**src/latest_frame_mailbox_with_ack_core_macros.svh**
```systemverilog
// Assertion macros for the latest frame mailbox.
// Each takes a label, clock, active-low reset, antecedent, consequent and message.
`ifndef LATEST_FRAME_MAILBOX_WITH_ACK_CORE_MACROS_SVH
`define LATEST_FRAME_MAILBOX_WITH_ACK_CORE_MACROS_SVH

`ifndef SYNTHESIS
// Same-cycle implication
`define LFM_ASSERT_NOW(lbl, clk, rstn, ante, cons, msg) \
  lbl: assert property (@(posedge clk) disable iff (!rstn) (ante) |-> (cons)) \
    else $error(msg);
// Next-cycle implication
`define LFM_ASSERT_NEXT(lbl, clk, rstn, ante, cons, msg) \
  lbl: assert property (@(posedge clk) disable iff (!rstn) (ante) |=> (cons)) \
    else $error(msg);
`else
`define LFM_ASSERT_NOW(lbl, clk, rstn, ante, cons, msg)
`define LFM_ASSERT_NEXT(lbl, clk, rstn, ante, cons, msg)
`endif

`endif

```
**src/lfm_pkg.sv**
```systemverilog
`default_nettype none

package lfm_pkg;

  localparam int unsigned ID_WIDTH     = 16;
  localparam int unsigned HANDLE_WIDTH = 32;
  localparam int unsigned GEN_WIDTH    = 32;
  localparam int unsigned CNT_WIDTH    = 32;

  typedef enum logic [1:0] {
    FUNC_ACQUIRE = 2'd0,
    FUNC_RELEASE = 2'd1,
    FUNC_PUBLISH = 2'd2,
    FUNC_ACK     = 2'd3
  } func_e;

  // Request payload
  typedef struct packed {
    func_e                    func;
    logic [ID_WIDTH-1:0]      requester_id;
    logic [HANDLE_WIDTH-1:0]  payload_handle;
    logic [GEN_WIDTH-1:0]     ack_generation;
  } req_t;

  // Response payload
  typedef struct packed {
    logic                     granted;
    logic                     frame_valid;
    logic [GEN_WIDTH-1:0]     frame_generation;
    logic [HANDLE_WIDTH-1:0]  frame_payload;
    logic [CNT_WIDTH-1:0]     frame_skipped;
    logic                     owner_held;
    logic [CNT_WIDTH-1:0]     total_skipped;
  } rsp_t;

  // Mailbox status seen by the top level
  typedef struct packed {
    logic owner_held;
    logic inflight_valid;
    logic pending_valid;
  } status_t;

  // Saturating counter add
  function automatic logic [CNT_WIDTH-1:0] sat_add(input logic [CNT_WIDTH-1:0] a,
                                                   input logic [CNT_WIDTH-1:0] b);
    logic [CNT_WIDTH:0] sum;
    sum = {1'b0, a} + {1'b0, b};
    return sum[CNT_WIDTH] ? {CNT_WIDTH{1'b1}} : sum[CNT_WIDTH-1:0];
  endfunction

endpackage

`default_nettype wire

```
**src/lfm_if.sv**
```systemverilog
`default_nettype none

// Request channel
interface lfm_req_if ();
  logic          valid;
  logic          ready;
  lfm_pkg::req_t payload;

  modport source (output valid, output payload, input ready);
  modport sink   (input valid, input payload, output ready);
endinterface

// Response channel
interface lfm_rsp_if ();
  logic          valid;
  logic          ready;
  lfm_pkg::rsp_t payload;

  modport source (output valid, output payload, input ready);
  modport sink   (input valid, input payload, output ready);
endinterface

`default_nettype wire

```
**src/lfm_in_reg.sv**
```systemverilog
`default_nettype none

// Input register: holds one request until the engine consumes it.
module lfm_in_reg (
  input  wire           clk_i,
  input  wire           rst_ni,
  lfm_req_if.sink       req,
  input  wire           advance_i,
  output logic          valid_o,
  output lfm_pkg::req_t item_o
);

  logic          valid_q, valid_d;
  lfm_pkg::req_t item_q;
  logic          take;

  // Free when empty or emptied this cycle
  assign req.ready = !valid_q || advance_i;
  assign take      = req.valid && req.ready;

  always_comb begin
    valid_d = valid_q;
    if (take) begin
      valid_d = 1'b1;
    end else if (advance_i) begin
      valid_d = 1'b0;
    end
  end

  always_ff @(posedge clk_i or negedge rst_ni) begin
    if (!rst_ni) begin
      valid_q <= 1'b0;
    end else begin
      valid_q <= valid_d;
    end
  end

  // Payload, no reset
  always_ff @(posedge clk_i) begin
    if (take) begin
      item_q <= req.payload;
    end
  end

  assign valid_o = valid_q;
  assign item_o  = item_q;

endmodule

`default_nettype wire

```
**src/lfm_engine.sv**
```systemverilog
`default_nettype none

// Mailbox state and the single-pass update for one request.
module lfm_engine (
  input  wire             clk_i,
  input  wire             rst_ni,
  input  wire             advance_i,
  input  lfm_pkg::req_t   item_i,
  output lfm_pkg::rsp_t   result_o,
  output lfm_pkg::status_t status_o
);

  logic [lfm_pkg::ID_WIDTH-1:0]     owner_q, owner_d;
  logic                             inf_valid_q, inf_valid_d;
  logic [lfm_pkg::GEN_WIDTH-1:0]    inf_gen_q, inf_gen_d;
  logic [lfm_pkg::HANDLE_WIDTH-1:0] inf_pay_q, inf_pay_d;
  logic                             pend_valid_q, pend_valid_d;
  logic [lfm_pkg::GEN_WIDTH-1:0]    pend_gen_q, pend_gen_d;
  logic [lfm_pkg::HANDLE_WIDTH-1:0] pend_pay_q, pend_pay_d;
  logic [lfm_pkg::CNT_WIDTH-1:0]    pend_skip_q, pend_skip_d;
  logic [lfm_pkg::CNT_WIDTH-1:0]    total_skip_q, total_skip_d;
  logic [lfm_pkg::GEN_WIDTH-1:0]    next_gen_q, next_gen_d;
  lfm_pkg::rsp_t                    res;
  logic                             id_nonzero;
  logic                             is_owner;

  assign id_nonzero = (item_i.requester_id != '0);
  assign is_owner   = (owner_q == item_i.requester_id);

  // Next state and result for the held request
  always_comb begin
    owner_d      = owner_q;
    inf_valid_d  = inf_valid_q;
    inf_gen_d    = inf_gen_q;
    inf_pay_d    = inf_pay_q;
    pend_valid_d = pend_valid_q;
    pend_gen_d   = pend_gen_q;
    pend_pay_d   = pend_pay_q;
    pend_skip_d  = pend_skip_q;
    total_skip_d = total_skip_q;
    next_gen_d   = next_gen_q;
    res          = '0;

    case (item_i.func)
      lfm_pkg::FUNC_ACQUIRE: begin
        if (id_nonzero && ((owner_q == '0) || is_owner)) begin
          owner_d     = item_i.requester_id;
          res.granted = 1'b1;
        end
      end
      lfm_pkg::FUNC_RELEASE: begin
        if (is_owner) begin
          owner_d      = '0;
          inf_valid_d  = 1'b0;
          inf_gen_d    = '0;
          inf_pay_d    = '0;
          pend_valid_d = 1'b0;
          pend_gen_d   = '0;
          pend_pay_d   = '0;
          pend_skip_d  = '0;
          total_skip_d = '0;
        end
      end
      lfm_pkg::FUNC_PUBLISH: begin
        if (owner_q != '0) begin
          next_gen_d = next_gen_q + 1'b1;
          if (inf_valid_q) begin
            // overwrite of a waiting frame counts as a skip
            if (pend_valid_q) begin
              pend_skip_d = lfm_pkg::sat_add(pend_skip_q, {{(lfm_pkg::CNT_WIDTH-1){1'b0}}, 1'b1});
            end
            pend_valid_d = 1'b1;
            pend_gen_d   = next_gen_q;
            pend_pay_d   = item_i.payload_handle;
          end else begin
            inf_valid_d          = 1'b1;
            inf_gen_d            = next_gen_q;
            inf_pay_d            = item_i.payload_handle;
            res.frame_valid      = 1'b1;
            res.frame_generation = next_gen_q;
            res.frame_payload    = item_i.payload_handle;
          end
        end
      end
      lfm_pkg::FUNC_ACK: begin
        if (is_owner && inf_valid_q && (inf_gen_q == item_i.ack_generation)) begin
          inf_valid_d = 1'b0;
          if (pend_valid_q) begin
            res.frame_valid      = 1'b1;
            res.frame_generation = pend_gen_q;
            res.frame_payload    = pend_pay_q;
            res.frame_skipped    = pend_skip_q;
            total_skip_d         = lfm_pkg::sat_add(total_skip_q, pend_skip_q);
            pend_skip_d          = '0;
            inf_valid_d          = 1'b1;
            inf_gen_d            = pend_gen_q;
            inf_pay_d            = pend_pay_q;
            pend_valid_d         = 1'b0;
            pend_gen_d           = '0;
            pend_pay_d           = '0;
          end
        end
      end
      default: begin
      end
    endcase

    res.owner_held    = (owner_d != '0);
    res.total_skipped = total_skip_d;
  end

  // State registers, updated once per consumed request
  always_ff @(posedge clk_i or negedge rst_ni) begin
    if (!rst_ni) begin
      owner_q      <= '0;
      inf_valid_q  <= 1'b0;
      inf_gen_q    <= '0;
      inf_pay_q    <= '0;
      pend_valid_q <= 1'b0;
      pend_gen_q   <= '0;
      pend_pay_q   <= '0;
      pend_skip_q  <= '0;
      total_skip_q <= '0;
      next_gen_q   <= '0;
    end else if (advance_i) begin
      owner_q      <= owner_d;
      inf_valid_q  <= inf_valid_d;
      inf_gen_q    <= inf_gen_d;
      inf_pay_q    <= inf_pay_d;
      pend_valid_q <= pend_valid_d;
      pend_gen_q   <= pend_gen_d;
      pend_pay_q   <= pend_pay_d;
      pend_skip_q  <= pend_skip_d;
      total_skip_q <= total_skip_d;
      next_gen_q   <= next_gen_d;
    end
  end

  assign result_o                = res;
  assign status_o.owner_held     = (owner_q != '0);
  assign status_o.inflight_valid = inf_valid_q;
  assign status_o.pending_valid  = pend_valid_q;

endmodule

`default_nettype wire

```
**src/lfm_out_reg.sv**
```systemverilog
`default_nettype none

// Result register: holds a response until the receiver takes it.
module lfm_out_reg (
  input  wire           clk_i,
  input  wire           rst_ni,
  input  wire           load_i,
  input  lfm_pkg::rsp_t rsp_i,
  lfm_rsp_if.source     rsp,
  output logic          free_o
);

  logic          valid_q, valid_d;
  lfm_pkg::rsp_t rsp_q;

  // Can load when empty or being drained this cycle
  assign free_o = !valid_q || rsp.ready;

  always_comb begin
    valid_d = valid_q;
    if (load_i) begin
      valid_d = 1'b1;
    end else if (rsp.ready) begin
      valid_d = 1'b0;
    end
  end

  always_ff @(posedge clk_i or negedge rst_ni) begin
    if (!rst_ni) begin
      valid_q <= 1'b0;
    end else begin
      valid_q <= valid_d;
    end
  end

  always_ff @(posedge clk_i) begin
    if (load_i) begin
      rsp_q <= rsp_i;
    end
  end

  assign rsp.valid   = valid_q;
  assign rsp.payload = rsp_q;

endmodule

`default_nettype wire

```
**src/latest_frame_mailbox_with_ack_core.sv**
```systemverilog
// Latest-frame mailbox with owner lock and stop-and-wait acknowledge.
// Requests arrive on req_i (valid/ready): acquire, release, publish a frame
// handle, or acknowledge the frame in flight by its generation. Each request
// gives exactly one response on rsp_o (valid/ready) with grant, the frame
// sent by this request if any, its skip count, owner status and total skips.
// An accepted request passes from the input register through the update
// into the result register. Throughput: one request per cycle while the
// receiver takes each response; the input register, the update logic and
// the result register form a two-entry pipe, so a request is taken while the
// previous result waits. The state update is a single pass of compares and
// at most one 32-bit increment and one saturating add between the registers.
// Reset clears the owner, both frame slots, the skip counters and the
// generation counter; no request or response is held afterwards.
// If the receiver stalls, the result register holds its response and the
// input register holds one more request; req_i.ready then drops until the
// receiver takes the waiting response. Nothing is dropped or reordered.
`default_nettype none

`include "latest_frame_mailbox_with_ack_core_macros.svh"

module latest_frame_mailbox_with_ack_core (
  input  wire        clk_i,
  input  wire        rst_ni,
  lfm_req_if.sink    req_i,
  lfm_rsp_if.source  rsp_o
);

  logic              in_valid;
  lfm_pkg::req_t     in_item;
  lfm_pkg::rsp_t     result;
  lfm_pkg::status_t  status;
  logic              out_free;
  logic              advance;

  // Move the held request through the update when the result register frees
  assign advance = in_valid && out_free;

  lfm_in_reg u_in_reg (
    .clk_i     (clk_i),
    .rst_ni    (rst_ni),
    .req       (req_i),
    .advance_i (advance),
    .valid_o   (in_valid),
    .item_o    (in_item)
  );

  lfm_engine u_engine (
    .clk_i     (clk_i),
    .rst_ni    (rst_ni),
    .advance_i (advance),
    .item_i    (in_item),
    .result_o  (result),
    .status_o  (status)
  );

  lfm_out_reg u_out_reg (
    .clk_i  (clk_i),
    .rst_ni (rst_ni),
    .load_i (advance),
    .rsp_i  (result),
    .rsp    (rsp_o),
    .free_o (out_free)
  );

  // Checks
  `LFM_ASSERT_NOW(a_pend_needs_inflight, clk_i, rst_ni, status.pending_valid, status.inflight_valid, "pending frame without frame in flight")
  `LFM_ASSERT_NOW(a_inflight_needs_owner, clk_i, rst_ni, status.inflight_valid, status.owner_held, "frame in flight without owner")
  `LFM_ASSERT_NEXT(a_sent_is_inflight, clk_i, rst_ni, advance && result.frame_valid, rsp_o.valid && status.inflight_valid, "sent frame not tracked in flight")
  `LFM_ASSERT_NOW(a_grant_no_frame, clk_i, rst_ni, rsp_o.valid, !(rsp_o.payload.granted && rsp_o.payload.frame_valid), "grant and frame in one response")

endmodule

`default_nettype wire
```
**src/flat_wrapper.sv**
```systemverilog
// flat-port wrapper written by rule: the top's interface ports become plain ports
module latest_frame_mailbox_with_ack_core_flat 
  (clk_i, rst_ni, req_i_valid, req_i_payload, req_i_ready, rsp_o_valid, rsp_o_payload, rsp_o_ready);
  lfm_req_if req_i_i ();
  lfm_rsp_if rsp_o_i ();
  input  wire clk_i;
  input  wire rst_ni;
  input wire logic [$bits(req_i_i.valid)-1:0] req_i_valid;
  input wire logic [$bits(req_i_i.payload)-1:0] req_i_payload;
  output wire logic [$bits(req_i_i.ready)-1:0] req_i_ready;
  output wire logic [$bits(rsp_o_i.valid)-1:0] rsp_o_valid;
  output wire logic [$bits(rsp_o_i.payload)-1:0] rsp_o_payload;
  input wire logic [$bits(rsp_o_i.ready)-1:0] rsp_o_ready;
  assign req_i_i.valid = req_i_valid;
  assign req_i_i.payload = req_i_payload;
  assign req_i_ready = req_i_i.ready;
  assign rsp_o_valid = rsp_o_i.valid;
  assign rsp_o_payload = rsp_o_i.payload;
  assign rsp_o_i.ready = rsp_o_ready;
  latest_frame_mailbox_with_ack_core u_core (.clk_i(clk_i), .rst_ni(rst_ni), .req_i(req_i_i), .rsp_o(rsp_o_i));
endmodule
```
**config.mk**
```make
export PLATFORM = sky130hd
export DESIGN_NAME = latest_frame_mailbox_with_ack_core_flat
export DESIGN_NICKNAME = d
export VERILOG_FILES = /design/src/lfm_pkg.sv /design/src/lfm_if.sv /design/src/lfm_in_reg.sv /design/src/lfm_engine.sv /design/src/lfm_out_reg.sv /design/src/latest_frame_mailbox_with_ack_core.sv /design/src/flat_wrapper.sv
export VERILOG_INCLUDE_DIRS = /design/src /design/src/src
export SDC_FILE = /design/constraint.sdc
export NUM_CORES = 1
export LEC_CHECK = 0
export BUFFER_PORTS_ARGS = -buffer_cell sky130_fd_sc_hd__buf_4
export CAP_MARGIN = 10
export CORE_UTILIZATION = 50
export DETAILED_ROUTE_END_ITERATION = 10
export PLACE_DENSITY = 0.71
export SETUP_SLACK_MARGIN = 0.02
export SLEW_MARGIN = 20
export SYNTH_ARGS = -nofsm -noshare
export SYNTH_HDL_FRONTEND = slang
export SYNTH_HIERARCHICAL = 1
export SYNTH_SLANG_ARGS = --single-unit
```
**constraint.sdc**
```tcl
create_clock -name clk_i -period 5.8 [get_ports clk_i]
set_clock_uncertainty 0.05 [all_clocks]
set_input_delay 0.58 -clock clk_i [delete_from_list [all_inputs] [get_ports clk_i]]
set_output_delay 0.58 -clock clk_i [all_outputs]
set_load 0.01 [all_outputs]
```
==> flow_metrics.py <==
metrics = {
    "run_status": {
        "outcome": "complete, no violations",
    },
    "grt": {
        "grt_max_degree": 129,
        "grt_overflow": 0,
        "grt_usage": 0.259,
        "grt_pass1_vias": 14600,
        "antenna_found_initial": 0,
        "grt_pass1_wl_mm": 82.0,
    },
    "clocking": {
        "clock_path_buffers": 3,
        "clkSinkCount": 425,
        "ctsResizeCount": 0,
        "cts_max_level": 2,
        "clk_pin_slew_ps": 60,
        "insertion_delay_ps": 570,
        "cts_tree": "yes",
        "post_cts_buffers": 0,
        "cts-buffers-inserted": 45,
        "cts-root-buf": "clkbuf_16",
    },
    "cells_and_area": {
        "seq_area_um2": 11700,
        "synthToLayoutAreaGrowth_pct": 17.8,
        "diodes": 0,
        "final_nets": 2126,
        "layout-drive-gt1-share": 0.164,
        "multiInputGateArea_um2": 7530,
        "fillers": 3174,
    },
    "power_and_ir_drop": {
        "p_sw_frac": 0.278,
        "p_total_mw": 8.04,
        "power_frac_comb": 0.163,
        "p_leak_nw": 9.74,
        "power.density_nw_per_um2": 346,
        "peakVddDrop_mv": 0.244,
        "power_frac_clock": 0.346,
        "p_switching_mw": 2.24,
        "intPower_mw": 5.80,
        "p_seq_frac": 0.491,
    },
    "sta": {
        "timing.hold.ws_ps": 135,
        "rsz0062_at_grt": "no",
        "hold_viol": 0,
        "finalSetupViolations": 0,
        "drv_slew": 0,
        "fmax_mhz": 233,
        "worst-slew-pin-transition_ps": 1110,
        "fin_setup_tns_ps": 0,
        "finalCriticalPeriod_ps": 4290,
        "maxSlewHeadroom": 0.261,
        "finalCritPeriodShare": 0.739,
    },
    "floorplan": {
        "fp.dieArea_um2": 40200,
        "die_w_um": 200,
        "fp-row-count": 72,
        "die_h_um": 200,
        "coreArea_um2": 38700,
        "io_pins": 219,
        "initial_core_util": 0.508,
    },
    "detailed_routing": {
        "drt-initial-drc-count": 1181,
        "wire_per_inst_um": 20.3,
        "vias_per_cell": 5.86,
        "totalWireLength_mm": 51.9,
        "drc": 0,
        "vias": 15000,
        "antenna_left": 0,
        "first_pass_iters": 6,
    },
    "placement": {
        "port_buffers": 218,
        "gp_congestion": 0.941,
        "dpl.hpwl_mm": 35.3,
    },
    "hold_path": {
        "min_to": "u_core/u_in_reg/item_o[31]$_DFFE_PP_",
        "worstHoldPathCells": 1,
        "hold_path.startpoint": "req_i_payload[31]",
        "hold_path.class": "input port to flip-flop",
    },
    "synth": {
        "syn_area_um2": 19700,
        "syn_avg_cell_area_um2": 10.8,
        "ys_warn_count": 6,
        "syn-num-nets": 1937,
        "netlist_instances": 1816,
    },
    "critical_path": {
        "rrSetupSlack_ps": 1510,
        "reg2regPathDepth": 9,
        "crit_chain": "xnor2_1 -> nand4_1 -> nor4_4 -> nand3_1 -> o21ai_1 -> a22oi_1 -> nor2b_1 -> nand2_1 -> a221o_1",
        "required_ps": 6190,
        "crit_path_top_delay_cell": "nand2_1",
        "r2r_end": "u_core/u_engine/pend_skip_q[29]$_DFFE_PN0P_",
        "path_buf_inv": 0,
        "end_kind": "flip-flop",
        "cp-start-kind": "flip-flop",
        "cpLargestDelayFamily": "simple AND/OR/NAND/NOR gates",
        "critPathMaxStageDelay_ps": 810,
        "crit_fanout": 32,
        "reg2reg_from": "u_core/u_in_reg/item_o[74]$_DFFE_PP_",
        "critical_path_class": "flip-flop to flip-flop",
        "worst-endpoint-arrival_ps": 4680,
    },
    "run": {
        "maxCapViolations": 0,
    },
}
[final cells by class]
type | instances | area share
multi-input cells | 1270 | 0.324
clock inverters | 19 | 0.00658
repair buffers | 241 | 0.0785
well taps | 518 | 0.0279
inverters | 22 | 0.00356
flip-flops and latches | 425 | 0.504
clock buffers | 64 | 0.0550
[timing repair]
| action | CTS | global route |
|---|---|---|
| hold buffers | 1 | 0 |
| endpoints found under the setup margin | 0 | 0 |
| hold endpoints to repair | 49 | 0 |
[power groups by stage]
stage / clock (mW) / sequential, mW / combinational (mW)
CTS: 2.85 / 3.95 / 1.32
finish: 2.78 / 3.95 / 1.31
global placement: 0 / 3.98 / 1.29
global route: 2.96 / 4.00 / 1.43
floorplan: 0 / 3.98 / 0.766
detailed placement: 0 / 4.00 / 1.31
[sequential cells by signal, summed over array words and instances (netlist names)]
signal / count
u_core/u_engine/inf_valid_q: 1
u_core/u_engine/pend_pay_q: 32
u_core/u_engine/pend_skip_q: 32
u_core/u_engine/inf_gen_q: 32
u_core/u_engine/pend_valid_q: 1
u_core/u_in_reg/item_o: 82
u_core/u_engine/owner_q: 16
u_core/u_out_reg/rsp.payload: 131
u_core/u_engine/pend_gen_q: 32
u_core/u_engine/total_skip_q: 32
u_core/u_out_reg/rsp.valid: 1
u_core/u_engine/next_gen_q: 32
u_core/u_in_reg/valid_o: 1
[per-stage QoR]
stage	setup WS, ps	cell area (µm²)	utilization	cells
after floorplan	114	19700	-	1816
after global placement	1640	21800	0.562	2475
after detailed placement	1580	21800	0.562	2475
after CTS	1560	23200	0.599	2559
after global routing	1200	23200	0.599	2559
final	1510	23200	0.599	2559
[placed cells by master, fill, tap and decap left out, drive strengths merged, types with 17 or more instances in the layout]
| master | count |
|---|---|
| nand2 | 296 |
| buf | 239 |
| edfxtp | 213 |
| dfrtp | 212 |
| o21ai | 177 |
| nor2 | 132 |
| xnor2 | 88 |
| a21oi | 86 |
| clkbuf | 65 |
| a22o | 52 |
| and2 | 42 |
| nand3 | 40 |
| a31oi | 39 |
| nand4 | 36 |
| ha | 34 |
| a32o | 33 |
| and3 | 28 |
| inv | 24 |
| a21o | 20 |
| nor3 | 20 |
| xor2 | 19 |
| nor2b | 17 |
[worst max-delay path by stage]
stage                                                     from                                          end  slack (ps)  cells past startpoint
after floorplan                                    rsp_o_ready   u_core/u_engine/next_gen_q[22]$_DFFE_PN0P_         110                      8
after global placement    u_core/u_in_reg/item_o[74]$_DFFE_PP_  u_core/u_engine/pend_skip_q[29]$_DFFE_PN0P_        1640                      9
after detailed placement  u_core/u_in_reg/item_o[74]$_DFFE_PP_  u_core/u_engine/pend_skip_q[29]$_DFFE_PN0P_        1580                      9
after CTS                 u_core/u_in_reg/item_o[74]$_DFFE_PP_  u_core/u_engine/pend_skip_q[29]$_DFFE_PN0P_        1560                      9
after global routing      u_core/u_in_reg/item_o[70]$_DFFE_PP_  u_core/u_engine/pend_skip_q[14]$_DFFE_PN0P_        1200                     10
final                     u_core/u_in_reg/item_o[74]$_DFFE_PP_  u_core/u_engine/pend_skip_q[29]$_DFFE_PN0P_        1510                      9
[metal layers]
metal | share of wire | vias up | GRT usage | wire length [µm]
li1 | - | 6962 | - | -
met1 | 0.41 | 7341 | 0.338 | 21300
met2 | 0.49 | 610 | 0.436 | 25700
met3 | 0.066 | 91 | 0.0492 | 3430
met4 | 0.029 | 0 | 0.0862 | 1490
met5 | 0 | - | 0 | 0
Power figures use the tool's default switching activity.
